<file path="config.mk">
export PLATFORM = sky130hd
export DESIGN_NAME = pcc_front
export DESIGN_NICKNAME = d
export VERILOG_FILES = /design/src/hw/rtl/pcc_pkg.sv /design/src/hw/rtl/pcc_front.sv
export SDC_FILE = /design/constraint.sdc
export NUM_CORES = 1
export LEC_CHECK = 0
export BUFFER_PORTS_ARGS = -buffer_cell sky130_fd_sc_hd__buf_2
export CAP_MARGIN = 25
export CORE_ASPECT_RATIO = 0.9
export CORE_MARGIN = 2
export CORE_UTILIZATION = 64
export CTS_CLUSTER_DIAMETER = 150
export DETAILED_ROUTE_END_ITERATION = 7
export HOLD_SLACK_MARGIN = 0.03
export PLACE_DENSITY = 0.86
export SETUP_SLACK_MARGIN = 0.05
export SYNTH_ARGS = -nofsm -noshare
export SYNTH_HDL_FRONTEND = slang
export SYNTH_SLANG_ARGS = --single-unit
export TNS_END_PERCENT = 100
</file>
<file path="constraint.sdc">
create_clock -name clk -period 16.5 [get_ports clk]
set_input_delay 0.825 -clock clk [delete_from_list [all_inputs] [get_ports clk]]
set_output_delay 0.825 -clock clk [all_outputs]
set_load 0.01 [all_outputs]
</file>
<file path="src/hw/rtl/pcc_pkg.sv">
// Shared widths, types and class codes for the polygon convexity classifier.
package pcc_pkg;

  localparam int COORD_WIDTH = 16;
  localparam int DIFF_W      = COORD_WIDTH + 1;
  localparam int PROD_W      = 2 * DIFF_W;
  localparam int IN_TDATA_W  = ((2 * COORD_WIDTH + 7) / 8) * 8;
  localparam int CLASS_W     = 3;
  localparam int OUT_TDATA_W = ((CLASS_W + 7) / 8) * 8;

  typedef logic signed [COORD_WIDTH-1:0] coord_t;
  typedef logic signed [DIFF_W-1:0]      diff_t;
  typedef logic signed [PROD_W-1:0]      prod_t;

  typedef struct packed {
    coord_t x;
    coord_t y;
  } vertex_t;

  // (a - b) and (c - b) for one triple
  typedef struct packed {
    diff_t ax;
    diff_t ay;
    diff_t cx;
    diff_t cy;
  } triple_t;

  typedef enum logic [CLASS_W-1:0] {
    CLASS_EMPTY   = 3'd0,
    CLASS_POINT   = 3'd1,
    CLASS_LINE    = 3'd2,
    CLASS_CONVEX  = 3'd3,
    CLASS_CONCAVE = 3'd4
  } shape_class_t;

  // Beat held between the front end and the sign stage
  typedef struct packed {
    triple_t     main;
    triple_t     wrap0;
    triple_t     wrap1;
    logic        chk_main;
    logic        main_ref;
    logic        chk_wrap;
    logic        last;
    logic [1:0]  count;
  } stage_t;

endpackage

</file>
<file path="src/hw/rtl/pcc_front.sv">
// Front end: vertex history and the registered differences of each triple.
module pcc_front (
  input  logic                             clk,
  input  logic                             rst,
  input  logic [pcc_pkg::IN_TDATA_W-1:0]   s_tdata,
  input  logic                             s_tuser,
  input  logic                             s_tlast,
  input  logic                             s_tvalid,
  output logic                             s_tready,
  input  logic                             take,
  output logic                             s1_valid,
  output pcc_pkg::stage_t                  s1
);
  import pcc_pkg::*;

  vertex_t    first_v;
  vertex_t    second_v;
  vertex_t    older_v;
  vertex_t    newer_v;
  logic [1:0] count;

  vertex_t    v;
  vertex_t    first_next;
  vertex_t    second_next;
  vertex_t    older_next;
  vertex_t    newer_next;
  logic [1:0] count_next;
  stage_t     s1_next;
  logic       accept;

  function automatic diff_t sub_c(coord_t a, coord_t b);
    return {a[COORD_WIDTH-1], a} - {b[COORD_WIDTH-1], b};
  endfunction

  function automatic triple_t mk_triple(vertex_t a, vertex_t b, vertex_t c);
    triple_t t;
    t.ax = sub_c(a.x, b.x);
    t.ay = sub_c(a.y, b.y);
    t.cx = sub_c(c.x, b.x);
    t.cy = sub_c(c.y, b.y);
    return t;
  endfunction

  assign s_tready = !s1_valid || take;
  assign accept   = s_tvalid && s_tready;

  always_comb begin
    v.x         = s_tdata[COORD_WIDTH-1:0];
    v.y         = s_tdata[2*COORD_WIDTH-1:COORD_WIDTH];
    first_next  = first_v;
    second_next = second_v;
    older_next  = older_v;
    newer_next  = newer_v;
    count_next  = count;
    if (s_tuser) begin
      if (count == 2'd0) first_next = v;
      if (count == 2'd1) second_next = v;
      older_next = newer_v;
      newer_next = v;
      if (count != 2'd3) count_next = count + 2'd1;
    end
    s1_next.main     = mk_triple(older_v, newer_v, v);
    // wrap-around triples use the history as it stands after this beat
    s1_next.wrap0    = mk_triple(older_next, newer_next, first_next);
    s1_next.wrap1    = mk_triple(newer_next, first_next, second_next);
    s1_next.chk_main = s_tuser && (count[1] == 1'b1);
    s1_next.main_ref = s_tuser && (count == 2'd2);
    s1_next.chk_wrap = s_tlast && (count_next == 2'd3);
    s1_next.last     = s_tlast;
    s1_next.count    = count_next;
  end

  always_ff @(posedge clk) begin
    if (rst) begin
      count    <= 2'd0;
      s1_valid <= 1'b0;
    end else begin
      if (accept) begin
        count    <= s_tlast ? 2'd0 : count_next;
        s1_valid <= 1'b1;
      end else if (take) begin
        s1_valid <= 1'b0;
      end
    end
  end

  always_ff @(posedge clk) begin
    if (accept) begin
      first_v  <= first_next;
      second_v <= second_next;
      older_v  <= older_next;
      newer_v  <= newer_next;
      s1       <= s1_next;
    end
  end

endmodule

</file>
==> flow_summary.json <==
{
  "p_seq_frac": 0.413,
  "skew_ns": 0.0175,
  "die_w_um": 198,
  "syn_area_sq_um": 21700,
  "ctsResizeCount": 0,
  "syn_inst": 2135,
  "met3_usage": 0.0448,
  "setup_viol": 0,
  "synthArstFlopShare": 0,
  "dp.cells": 2771,
  "cts_root_buf": "clkbuf_16",
  "place_ws_ns": 11.22,
  "drv_slew": 0,
  "dieArea_sq_um": 35400,
  "period_share": 0.289,
  "grt_pass1_vias": 16200,
  "ctsHoldBuffers": 0,
  "synthFlopType": "edfxtp_1",
  "p_switching_w": 0.000901,
  "worstPathRequired_ns": 16.75,
  "critical_path.startpoint": "count[0]",
  "syn_to_final_growth_pct": 12.9,
  "multiInputGateArea_sq_um": 10600,
  "finalSetupTns_ns": 0,
  "wirelength_mm": 52.6,
  "die_y_um": 179,
  "placed_area_sq_um": 23300,
  "synth_area_leaders": "edfxtp_1 (46%), ha_1 (9.8%), xnor2_1 (4.4%)",
  "grt-ovfl-total": 0,
  "crit_path_start_kind": "flip-flop",
  "cts_buffer_depth": 3,
  "layout_min_cycle_time_ns": 4.78,
  "synth-seq-area-share": 0.467,
  "drt_first_pass_iters": 6,
  "clk_pin_slew_ns": 0.06,
  "rows": 63,
  "met2_usage": 0.502,
  "ant_nets": 0,
  "track_usage": 0.293,
  "gp_congestion": 0.929,
  "slew_headroom": 0.332,
  "outcome": "completed",
  "synth_most_common_cell": "edfxtp_1",
  "worst_slack_ns": 11.72,
  "drive_above_1_share": 0.158,
  "synthDominantCellAreaShare": 0.465,
  "leakage_nw": 10.4,
  "path_class": "reg2reg",
  "vias_per_cell": 6.05,
  "vias": 17200,
  "hold_path_class": "in2reg",
  "avgSynthCellArea_sq_um": 10.2,
  "initial_core_util": 0.654,
  "final_nets": 2573,
  "place_hpwl_mm": 38.6,
  "yosysTopAreaCell": "edfxtp_1",
  "final-hold-violation-count": 0,
  "route.detailed.drc": 0,
  "synth_edf_count": 336,
  "cp_data_arrival_time_ns": 5.02,
  "numCtsBuffers": 38,
  "cp_max_fo": 45,
  "core_area_sq_um": 33200,
  "finalInstanceArea_sq_um": 24500,
  "cts.sinks": 339,
  "cts_setup_buffers": 0,
  "tightest_slew_ns": 1.00,
  "cellPowerDensity_nw_per_um2": 116,
  "p_int_w": 0.00194,
  "cp-end-kind": "flip-flop",
  "ys_warn_count": 0,
  "swShare": 0.318,
  "drt_iter0_markers": 1555,
  "wl_per_cell_um": 18.5,
  "min_from": "rst",
  "io_pins": 250,
  "htree_levels": 2,
  "use_met1": 0.387,
  "power_frac_comb": 0.298,
  "maxCapViolCount": 0,
  "cts_tree": "built",
  "synth_nets": 2350,
  "io_buffers": 249,
  "clk_latency_ns": 0.54,
  "r2r-start": "count[0]",
  "seq_area_sq_um": 10200,
  "clock_power_share": 0.289,
  "rsz0062_at_grt": "no",
  "fillCellCount": 2314,
  "antenna_found_initial": 5,
  "grt_max_degree": 188,
  "ys_types": 88,
  "fmax_ghz": 0.209,
  "top_usage_layer": "met2",
  "grt_pass1_wl_mm": 81.9,
  "synthTopCellsByCount": "edfxtp_1 (336), nand2_1 (248), inv_1 (183)",
  "synth-seq-cells": 339,
  "vdd_drop_max_v": 0.0000945,
  "layout.cells.non_filler": 2841
}
## worst max-delay path, cell delays in order (launching register included)
cell      delay, ns
dfxtp_2        0.96
or3b_1         0.68
buf_4          0.40
nand2_1        0.09
a21boi_0       0.19
ha_1           0.30
o21ai_0        0.36
a22o_1         0.22
a21o_1         0.15
a21boi_0       0.14
o21ai_0        0.32
a41oi_1        0.33
nand4_1        0.18
o311ai_0       0.14
## power by group through the flow
stage	sequential, W	combinational (W)	clock, W
after floorplan	0.00123	0.000534	0
after global placement	0.00118	0.000801	0
after detailed placement	0.00119	0.000826	0
after CTS	0.00117	0.000835	0.000832
after global routing	0.00118	0.000927	0.000864
final	0.00117	0.000846	0.000819
## sequential cells by signal, indices dropped and copies added (netlist names)
signal and flops:
first_v 32, s1_valid 1, count 2, older_v 32, second_v 32, newer_v 32, s1 208
## stage by stage
| stage | util | power, W | hold WS [ns] |
|---|---|---|---|
| floorplan | - | 0.00177 | 0.516 |
| global placement | 0.702 | 0.00198 | 0.496 |
| detailed placement | 0.702 | 0.00201 | 0.513 |
| CTS | 0.738 | 0.00284 | 0.455 |
| global route | 0.739 | 0.00297 | 0.461 |
| finish | 0.739 | 0.00284 | 0.473 |
## final cells by class
type | instances | area share
inverters | 185 | 0.0286
flip-flops and latches | 339 | 0.414
multi-input cells | 1537 | 0.431
clock buffers | 43 | 0.0404
repair buffers | 257 | 0.0549
diodes | 1 | 0.000102
clock inverters | 24 | 0.00796
well taps | 455 | 0.0232
## layout by cell type, fill, tap and decap left out, types with 11 or more instances in the layout
cell       Yosys  final
clkbuf_16      0     39
o21bai_1      11     11
edfxtp_1     336    336
and2_1        14     14
a21o_1        31     31
buf_2         15    248
o211ai_1      25     25
nand3_1       34     34
mux2i_1       23     23
or3_1         18     18
and3_1        19     19
a211oi_1      11     11
nand2b_1      25     25
nand4_1       17     17
nor2_1       160    160
nand2_1      248    248
o21ai_0       98     98
nor3_1        56     56
ha_1         170    170
xor2_1        27     27
o2111ai_1     11     11
nor2b_1       49     48
a21boi_0      26     26
xnor2_1      110    110
inv_1        183    182
a21oi_1      108    108
mux2_2        32     32
o21a_1        51     51
## metal layers
metal / wire length (um) / up-vias
met5: 45 / -
met4: 1440 / 6
met3: 4430 / 110
met2: 25200 / 779
met1: 21500 / 8135
li1: - / 8155
## worst paths after layout
kind | to | depth (start not counted) | slack, ns
hold reg to reg | s1_valid | 2 | 0.52
setup reg to reg | s1[106] | 13 | 11.72
setup / recovery | s1[106] | 13 | 11.72
hold / removal | count[0] | 2 | 0.47
## kinds of logic (layout without fill, tap and decap cells)
logic type	count (synthesis)	after routing	synth area share
AO/OA/AOI/OAI	481	481	0.149
adder cells (fa/ha/maj)	179	179	0.105
XOR/XNOR	137	137	0.0553
buffers and inverters	259	509	0.0465
other	0	1	0
flip-flops	339	339	0.467
AND/OR/NAND/NOR	681	681	0.147
multiplexers	59	59	0.0297
(Power assumes the default switching activity.)
